[config.mk]
export PLATFORM = sky130hd
export DESIGN_NAME = pcs_ram
export DESIGN_NICKNAME = d
export VERILOG_FILES = /design/src/sv/assert_macros.svh /design/src/sv/pcs_ram.sv
export SDC_FILE = /design/constraint.sdc
export NUM_CORES = 1
export LEC_CHECK = 0
export ABC_AREA = 1
export BUFFER_PORTS_ARGS = -buffer_cell sky130_fd_sc_hd__buf_4
export CELL_PAD_IN_SITES_DETAIL_PLACEMENT = 2
export CELL_PAD_IN_SITES_GLOBAL_PLACEMENT = 2
export CORE_UTILIZATION = 35
export DETAILED_ROUTE_END_ITERATION = 16
export GPL_TIMING_DRIVEN = 1
export MAX_ROUTING_LAYER = met4
export PLACE_DENSITY = 0.89
export SETUP_SLACK_MARGIN = 0.15
export SYNTH_ARGS = -nofsm -noshare
export SYNTH_HDL_FRONTEND = slang
export SYNTH_SLANG_ARGS = --single-unit
[constraint.sdc]
create_clock -name clock -period 1.7 [get_ports clock]
set_input_delay 0 -clock clock [delete_from_list [all_inputs] [get_ports clock]]
set_output_delay 0 -clock clock [all_outputs]
set_load 0.02 [all_outputs]
[src/sv/assert_macros.svh]
// Assertion macros for concurrent checks, included by the shadow call stack core.
`ifndef ASSERT_MACROS_SVH
`define ASSERT_MACROS_SVH

// A clocked property that is switched off while reset is high.
`define ASSERT_CLK(label, prop, msg) \
   label: assert property (@(posedge clock) disable iff (reset) (prop)) else $error(msg);

// An overlapping implication built on the clocked form above.
`define ASSERT_IMPLIES(label, ante, cons, msg) \
   `ASSERT_CLK(label, (ante) |-> (cons), msg)

`endif

[src/sv/pcs_ram.sv]
// Simple dual-port synchronous RAM with one write port and a registered read port.
module pcs_ram #(
   parameter int  WIDTH = 8,
   parameter int  DEPTH = 2,
   localparam int AW    = (DEPTH > 1) ? $clog2(DEPTH) : 1
) (
   input  logic             clock,
   input  logic             we,
   input  logic [AW-1:0]    waddr,
   input  logic [WIDTH-1:0] wdata,
   input  logic [AW-1:0]    raddr,
   output logic [WIDTH-1:0] rdata
);

   logic [WIDTH-1:0] mem [DEPTH];
   logic [WIDTH-1:0] rdata_ff;

   always_ff @(posedge clock) begin
      if (we) begin
         mem[waddr] <= wdata;
      end
      rdata_ff <= mem[raddr];
   end

   assign rdata = rdata_ff;

endmodule

==> impl_metrics.csv, run 1 <==
group,metric,value,unit
outcome,status,"complete, no violations",
place,gp_congestion,0.6881,
layout,postLayoutCoreUtil,0.5338,
timing,fin_skew,0.006624,ns
critical_path,crit_fanout,1,
floorplanning,start_util,0.3800,
logic_synthesis,synth_nets,66,
clocking,clk_latency,0.33,ns
floorplanning,die_area,2364,µm²
grt,grt_pass1_wl,2.842,mm
timing,fin_crit,0.8155,ns
grt,grt_pass1_vias,586,
clocking,cts_tree,"yes",
floorplanning,die_h,48.62,µm
min_path,min_path_cells,2,
timing,tightest_slew,0.6432,ns
route,wl_per_cell,14.65,µm
timing,clock.fmax,1226,MHz
clocking,cts_root_buffer,"clkbuf_4",
logic_synthesis,yosys.area.top_type_share,0.6316,
critical_path,r2r_start,"mem[0][2]$_DFFE_PP_",
critical_path,crit_family,"flip-flops",
logic_synthesis,avgSynthCellArea,14.09,µm²
place,place_area,925.9,µm²
place,post-place-ws,0.6473,ns
power,cellLeakagePower,0.4670,nW
floorplanning,design.core.area,2002,µm²
clocking,cts_made_buffers,3,
logic_synthesis,synth-main-ff-cell,"edfxtp_1",
route,drtIter0Drc,8,
critical_path,crit_chain,"buf_4",
job,cap_violations,0,
min_path,hold_path.startpoint,"waddr",
layout,seq_area,640.6,µm²
clocking,clockBufferDepth,2,
critical_path,max_stage_delay,0.35,ns
timing,maxSlewViolCount,0,
grt,grt.overflow.total,0,
power,power_density,1145,nW/µm²
clocking,clkTransAtPathRegs,0.14,ns
floorplanning,std_cell_rows,16,
critical_path,cp.required,1.70,ns
logic_synthesis,yosys-top-cells-count,"nand2_1, edfxtp_1, dfxtp_1, inv_1",
route,routed_wl,1.641,mm
route,vias,501,
layout,area_growth,40.46,%
layout,multi_input_area,97.59,µm²
logic_synthesis,synth_most_common_cell,"nand2_1",
logic_synthesis,syn_inst,54,
logic_synthesis,ys_ff_latch,24,
critical_path,cpMaxStageDelayCell,"dfxtp_1",
critical_path,cp.arrival,0.82,ns
timing,hold_viol,0,
critical_path,critPathKind,"reg2out",
route,avgViaCountPerCell,4.473,
critical_path,cp.buffers_inverters,1,
timing,setup_ws,0.8845,ns
timing,setup_viol,0,
route,ant_nets,0,
place,io_buffer_count,19,
logic_synthesis,synthArstFlopShare,0,
grt,antenna_found_initial,0,
layout,finalInstanceArea,1069,µm²
logic_synthesis,yosysWarnings,0,
min_path,hold_path_end,"mem[0][2]$_DFFE_PP_",
critical_path,r2r_end,"rdata[2]$_DFF_P_",
timing,fin_tns_setup,0,ns
layout,drive_gt1_frac,0.2824,
power,worst_ir_drop_vdd,0.6371,mV
layout,antennaDiodeCount,0,
floorplanning,boundaryPins,20,
logic_synthesis,synth-edff-count,16,
min_path,hp-class,"in2reg",
critical_path,reg2regPathDepth,2,
grt,grt_max_degree,15,
timing,slew-limit-headroom,0.5696,
clocking,cts.sinks,24,
grt,grt_usage,0.1742,
layout,nFillCells,199,
route,post-route-drc-count,0,
timing,rsz0062_at_grt,"false",
floorplanning,chipWidth,48.62,µm
critical_path,critPathCaptureType,"output pin",
critical_path,cp-start-kind,"flip-flop",
logic_synthesis,ys_seq_area_frac,0.8421,
timing,holdWs,0.09307,ns
logic_synthesis,yosysTopAreaCell,"edfxtp_1",
route,drt-pass1-iter-count,2,
logic_synthesis,syn_area,760.7,µm²
logic_synthesis,synth.area.top_cells,"edfxtp_1, dfxtp_1, nand2_1",
clocking,htreeDepth,1,
logic_synthesis,ys_types,7,
layout,nets,98,
timing,period_share,0.4797,
clocking,cts_setup_buffers,0,
critical_path,reg2reg_slack,1.04,ns
==> cell usage in the layout (no fill, tap or decap), drive strengths merged <==
master	synthesis	routed
nand2	25	25
buf	1	19
edfxtp	16	16
dlygate4sd3	0	9
dfxtp	8	8
clkbuf	0	3
inv	3	3
nor2	1	1
bufinv	0	1
==> through the flow <==
stage	power, mW	std cells
after detailed placement	0.7993	99
final	1.223	112
after global routing	1.261	112
after floorplan	0.7388	54
after global placement	0.7890	99
after CTS	1.227	112
==> worst max-delay path by stage <==
stage | startpoint | to | slack (ns) | depth (start not counted)
6_report | rdata[3]$_DFF_P_ | rdata[3] | 0.88 | 1
5_1_grt | rdata[6]$_DFF_P_ | rdata[6] | 0.85 | 1
3_3_place_gp | waddr | mem[0][3]$_DFFE_PP_ | 0.73 | 2
3_5_place_dp | waddr | mem[0][3]$_DFFE_PP_ | 0.65 | 2
2_1_floorplan | we | mem[0][0]$_DFFE_PP_ | 0.94 | 2
4_1_cts | rdata[6]$_DFF_P_ | rdata[6] | 0.87 | 1
==> power by group <==
part | switching (mW) | total (mW) | internal, mW
Sequential | 0.0128 | 0.681 | 0.668
Clock | 0.182 | 0.421 | 0.239
Combinational | 0.0633 | 0.122 | 0.0583
==> final cells by class <==
| class | instances | area share |
|---|---|---|
| tap | 27 | 0.03162 |
| sequential | 24 | 0.5995 |
| timing repair buffer | 28 | 0.2178 |
| clock buffer | 3 | 0.02108 |
| multi-input combinational | 26 | 0.09134 |
| inverter | 3 | 0.01054 |
| clock inverter | 1 | 0.02810 |
==> per-layer routing <==
layer / wire length [µm] / global-route usage
met1: 617 / 0.1725
met2: 947 / 0.3218
met3: 46 / 0.03145
met4: 30 / 0.08824
met5: 0 / -
==> registers in the layout, summed over array words and instances (netlist names) <==
name / count
mem: 16
rdata: 8
==> cell families (layout without fill, tap and decap cells) <==
| logic type | after synthesis | in the layout | synth area share |
|---|---|---|---|
| buf+inv | 4 | 35 | 0.02960 |
| flops | 24 | 24 | 0.8421 |
| simple gates | 26 | 26 | 0.1283 |
==> what timing repair did <==
action	in CTS	in global routing
endpoints found under the hold margin	23	0
gates resized for setup	0	0
hold buffers	9	0
Power figures use the tool's default switching activity.
==> run 2: changes to the inputs <==
--- a/config.mk
+++ b/config.mk
@@ -9,11 +9,11 @@
 export BUFFER_PORTS_ARGS = -buffer_cell sky130_fd_sc_hd__buf_4
 export CELL_PAD_IN_SITES_DETAIL_PLACEMENT = 2
 export CELL_PAD_IN_SITES_GLOBAL_PLACEMENT = 2
-export CORE_UTILIZATION = 35
+export CORE_UTILIZATION = 32
 export DETAILED_ROUTE_END_ITERATION = 16
 export GPL_TIMING_DRIVEN = 1
 export MAX_ROUTING_LAYER = met4
-export PLACE_DENSITY = 0.89
+export PLACE_DENSITY = 0.83
 export SETUP_SLACK_MARGIN = 0.15
 export SYNTH_ARGS = -nofsm -noshare
 export SYNTH_HDL_FRONTEND = slang
==> constraint.sdc (replaced) <==
create_clock -name clock -period 0.8 [get_ports clock]
set_input_delay 0 -clock clock [delete_from_list [all_inputs] [get_ports clock]]
set_output_delay 0 -clock clock [all_outputs]
set_load 0.02 [all_outputs]
==> run 2 against run 1 <==
  * The run now ends with hold timing left
  * Sequential power is 110% higher
  * Total power rose by 86%
  * Largest cell class unchanged
  * Critical path depth unchanged
  * Highest routed layer unchanged
  * Combinational power up 130%
==> impl_metrics.csv, run 2 (synthesis results as in run 1) <==
group,metric,value,unit
route,post-route-drc-count,0,
layout,fin_cells,113,
route,wl_per_cell,13.62,µm
floorplanning,start_util,0.3406,
critical_path,cp.arrival,0.77,ns
grt,grt_pass1_wl,2.525,mm
min_path,min_path_cells,3,
clocking,htreeDepth,1,
grt,antenna_found_initial,0,
critical_path,reg2regPathDepth,2,
critical_path,cp.required,0.80,ns
critical_path,crit_fanout,1,
timing,slew-limit-headroom,0.7889,
clocking,cts_made_buffers,3,
place,io_buffer_count,19,
layout,area_growth,42.76,%
power,p_comb_frac,0.123,
place,dp_cells,101,
power,pwr-share-seq,0.642,
clocking,clkTransAtPathRegs,0.13,ns
layout,drive_gt1_frac,0.4000,
power,switching_share,0.2275,
clocking,cts_tree,"yes",
timing,clock.fmax,1292,MHz
floorplanning,die_h,50.76,µm
timing,fin_crit,0.7742,ns
power,power,2.272,mW
timing,holdWs,-0.03002,ns
critical_path,max_stage_delay,0.34,ns
min_path,hp-class,"in2reg",
clocking,cts_root_buffer,"clkbuf_4",
route,drt-pass1-iter-count,2,
timing,hold_viol,8,
grt,grt_max_degree,14,
layout,nets,98,
power,p_switching,0.5169,mW
clocking,clk_latency,0.31,ns
grt,grt_pass1_vias,517,
layout,top_register,"mem",
power,power_density,2092,nW/µm²
floorplanning,die_area,2576,µm²
power,power_frac_clock,0.235,
job,cap_violations,0,
clocking,cts_hold_buf,8,
clocking,clockBufferDepth,2,
clocking,cts.sinks,24,
grt,grt_usage,0.1534,
timing,rsz0062_at_grt,"true",
power,internal_power,1.756,mW
timing,fin_skew,0.002780,ns
critical_path,crit_chain,"buf_6",
floorplanning,design.core.area,2233,µm²
floorplanning,boundaryPins,20,
route,vias,496,
timing,setup_viol,0,
outcome,violations,"hold timing",
timing,period_share,0.9678,
layout,final_common_cell,"nand2_1",
critical_path,worst-path-stages,1,
route,ant_nets,0,
layout,nFillCells,218,
layout,largest_register_ffs,16,
critical_path,cp-start-kind,"flip-flop",
grt,grt.overflow.total,0,
floorplanning,chipWidth,50.76,µm
place,gp_congestion,0.6859,
layout,antennaDiodeCount,0,
route,avgViaCountPerCell,4.389,
critical_path,critPathCaptureType,"output pin",
critical_path,critPathKind,"reg2out",
route,drtIter0Drc,1,
critical_path,crit_family,"flip-flops",
power,worst_ir_drop_vdd,1.053,mV
outcome,status,"complete, but fails checks",
critical_path,cpMaxStageDelayCell,"dfxtp_2",
timing,tightest_slew,0.3164,ns
critical_path,cp.buffers_inverters,1,
power,cellLeakagePower,0.4657,nW
timing,maxSlewViolCount,0,
route,routed_wl,1.539,mm
layout,final_cell_mix,"nand2_1, edfxtp_1, buf_4",
floorplanning,std_cell_rows,17,
==> run 2: cell count changes in the layout (fill, tap and decap cells not counted), sizes merged <==
cell,before,now
dlygate4sd3,9,8
buf,19,20
bufinv,1,0
clkinv,0,1
==> run 2: metrics by stage <==
step	TNS (ns)	util	cell area, µm²	setup slack, ns
6_report	0	0.4863	1086	0.02575
5_1_grt	-0.04530	0.4863	1086	-0.01324
4_1_cts	0	0.4863	1086	0.01587
3_5_place_dp	0	0.4196	937.1	0.07107
3_3_place_gp	0	0.4196	937.1	0.1096
2_1_floorplan	0	-	763.2	0.1927
==> run 2: final cells by class <==
type | count | area [µm²] | area share
clock inverter | 1 | 3.754 | 0.003456
timing repair buffer | 28 | 260.3 | 0.2396
multi-input combinational | 26 | 102.6 | 0.09447
tap | 28 | 35.03 | 0.03226
clock buffer | 3 | 22.52 | 0.02074
sequential | 24 | 650.6 | 0.5991
inverter | 3 | 11.26 | 0.01037
==> run 2: path summary, 6_finish.rpt <==
path                                          start          endpoint  slack [ns]
worst max register to register  mem[1][3]$_DFFE_PP_  rdata[3]$_DFF_P_        0.15
worst min register to register  mem[0][7]$_DFFE_PP_  rdata[7]$_DFF_P_        0.46
worst max-delay path               rdata[5]$_DFF_P_          rdata[5]        0.03
worst min-delay path                          raddr  rdata[5]$_DFF_P_       -0.03
==> run 2: worst min-delay path: cells and delay by family <==
kind / cells / cell delay [ns]
buffers and inverters: 1 / 0.15
and+or+nand+nor: 2 / 0.10
==> run 2: repair_timing <==
action	in CTS	in global routing
cloned	0	0
setup endpoints to repair	10	13
setup buffers	0	0
resized for setup	17	0
hold endpoints to repair	23	8
pin swaps	4	3
==> run 2: power by group through the flow <==
| stage | Combinational, mW | Clock, mW | Sequential, mW |
|---|---|---|---|
| final | 0.279 | 0.534 | 1.46 |
| after CTS | 0.284 | 0.557 | 1.46 |
| after global placement | 0.217 | 0 | 1.47 |
| after detailed placement | 0.228 | 0 | 1.47 |
| after floorplan | 0.0583 | 0 | 1.51 |
| after global routing | 0.302 | 0.612 | 1.47 |
==> run 2: per-layer routing <==
layer / GRT usage / up-vias / routed length [µm] / part of all wire
met3: 0.03636 / 4 / 42 / 0.027
met2: 0.2778 / 12 / 935 / 0.61
met4: 0.08333 / 0 / 22 / 0.014
met1: 0.1492 / 245 / 539 / 0.35
li1: - / 235 / - / -
met5: - / - / 0 / 0
==> run 3: changes to the inputs <==
--- a/config.mk
+++ b/config.mk
@@ -9,6 +9,8 @@
 export BUFFER_PORTS_ARGS = -buffer_cell sky130_fd_sc_hd__buf_4
 export CELL_PAD_IN_SITES_DETAIL_PLACEMENT = 2
 export CELL_PAD_IN_SITES_GLOBAL_PLACEMENT = 2
+export CORE_ASPECT_RATIO = 1.4
+export CORE_MARGIN = 3
 export CORE_UTILIZATION = 32
 export DETAILED_ROUTE_END_ITERATION = 16
 export GPL_TIMING_DRIVEN = 1
==> run 3 against run 2 <==
  * The run still ends with hold timing left
  * Clock power grew 21%
  * Total power grew 4.7%
  * Sequential power hardly changed
  * Utilization increased by 0.14 points
  * Final area did not move
  * Cell count is 5.3% lower
  * Critical path depth stayed put
  * Critical path type unchanged
==> impl_metrics.csv, run 3 (synthesis results as in run 1) <==
group,metric,value,unit
grt,grt_max_degree,14,
grt,grt_pass1_vias,522,
layout,fin_cells,107,
grt,grt_usage,0.1300,
timing,period_share,0.9736,
route,routed_wl,1.435,mm
grt,antenna_found_initial,0,
route,wl_met2,782,µm
layout,area_growth,42.76,%
clocking,cts_hold_buf,8,
floorplanning,boundaryPins,20,
floorplanning,chipWidth,47.21,µm
critical_path,r2r_end,"rdata[1]$_DFF_P_",
route,avgViaCountPerCell,4.486,
critical_path,cp.buffers_inverters,1,
place,gp_congestion,0.6499,
grt,grt.overflow.total,0,
layout,largest_register_ffs,16,
critical_path,cp.arrival,0.78,ns
floorplanning,die_area,3006,µm²
critical_path,reg2regPathDepth,2,
route,vias,480,
clocking,cts_tree,"yes",
route,wl_met3,70,µm
layout,drive_gt1_frac,0.4000,
route,wirelength_met1,538,µm
job,cap_violations,0,
critical_path,cp-start-kind,"flip-flop",
timing,tightest_slew,0.3127,ns
min_path,hold_path.startpoint,"raddr",
critical_path,crit_chain,"buf_6",
critical_path,crit_family,"flip-flops",
critical_path,crit_fanout,1,
timing,setup_viol,0,
power,power,2.379,mW
critical_path,r2r_start,"mem[0][1]$_DFFE_PP_",
clocking,cts_setup_buffers,0,
timing,slew-limit-headroom,0.7913,
place,hpwl,1.049,mm
min_path,hold_path_end,"rdata[2]$_DFF_P_",
layout,top_register,"mem",
timing,rsz0062_at_grt,"true",
floorplanning,die_h,63.69,µm
critical_path,critPathCaptureType,"output pin",
outcome,status,"complete, but fails checks",
critical_path,cpMaxStageDelayCell,"dfxtp_2",
route,drtIter0Drc,7,
timing,hold_viol,8,
clocking,clockBufferDepth,2,
critical_path,critPathKind,"reg2out",
floorplanning,design.core.area,2227,µm²
clocking,clk_latency,0.32,ns
clocking,cts.sinks,24,
critical_path,max_stage_delay,0.34,ns
grt,grt_pass1_wl,2.484,mm
route,post-route-drc-count,0,
route,ant_nets,0,
timing,clock.fmax,1284,MHz
place,io_buffer_count,19,
floorplanning,std_cell_rows,20,
route,drt-pass1-iter-count,4,
power,worst_ir_drop_vdd,1.114,mV
layout,antennaDiodeCount,0,
clocking,htreeDepth,1,
timing,fin_skew,0.002464,ns
power,power_density,2190,nW/µm²
place,dp_cells,95,
power,cellLeakagePower,0.4710,nW
critical_path,reg2reg_slack,0.15,ns
floorplanning,start_util,0.3416,
layout,final_cell_mix,"nand2_1, edfxtp_1, buf_4",
clocking,cts_root_buffer,"clkbuf_4",
clocking,cts_made_buffers,3,
layout,nets,98,
timing,maxSlewViolCount,0,
critical_path,cp.required,0.80,ns
timing,holdWs,-0.04808,ns
clocking,clkTransAtPathRegs,0.13,ns
layout,final_common_cell,"nand2_1",
outcome,violations,"hold timing",
min_path,hp-class,"in2reg",
route,dr.max_layer_used,"met4",
min_path,min_path_cells,3,
timing,fin_crit,0.7789,ns
route,wl_per_cell,13.41,µm
-- run 3: cell count changes in the layout (fill, tap and decap cells not counted) --
cell      before  now
nand2_1       24   25
clkinv_1       1    0
clkbuf_8       0    1
nand2_2        1    0
-- run 3: area by class of cell --
| cell class | instances | area, µm² |
|---|---|---|
| tap | 22 | 27.53 |
| fill | 223 | 1141 |
| sequential | 24 | 650.6 |
| clock buffer | 4 | 36.28 |
| timing repair buffer | 28 | 260.3 |
| inverter | 3 | 11.26 |
| multi-input combinational | 26 | 100.1 |
-- run 3: routing by layer --
layer | GRT usage | vias up
li1 | - | 236
met1 | 0.1439 | 222
met2 | 0.1769 | 19
met3 | 0.03714 | 3
met4 | 0.1211 | 0
met5 | - | -
-- run 3: report_power, final --
| part | leakage [nW] | internal (mW) | switching [mW] |
|---|---|---|---|
| registers | 0.218 | 1.43 | 0.0314 |
| logic | 0.232 | 0.146 | 0.129 |
| clock network | 0.0210 | 0.279 | 0.368 |
| total | 0.471 | 1.85 | 0.528 |
-- run 3: worst max path at each step --
stage,from,to,slack [ns],cells after the start
global route,rdata[3]$_DFF_P_,rdata[3],-0.03,1
detailed placement,waddr,mem[1][1]$_DFFE_PP_,0.06,3
finish,rdata[1]$_DFF_P_,rdata[1],0.02,1
floorplan,we,mem[0][0]$_DFFE_PP_,0.19,2
CTS,rdata[1]$_DFF_P_,rdata[1],0.005,1
global placement,waddr,mem[1][0]$_DFFE_PP_,0.13,3
-- run 3: repair_timing --
item	4_1_cts	5_1_grt
endpoints found under the hold margin	24	8
setup endpoints to repair	8	13
pin swaps	0	5
resized for setup	16	0
-- run 3: through the flow --
step	setup slack, ns	instance area, µm²	utilization	TNS (ns)
6_report	0.02112	1086	0.4876	0
5_1_grt	-0.03453	1086	0.4876	-0.2345
4_1_cts	0.005352	1086	0.4876	0
3_5_place_dp	0.06078	929.6	0.4174	0
3_3_place_gp	0.1253	929.6	0.4174	0
2_1_floorplan	0.1927	763.2	-	0
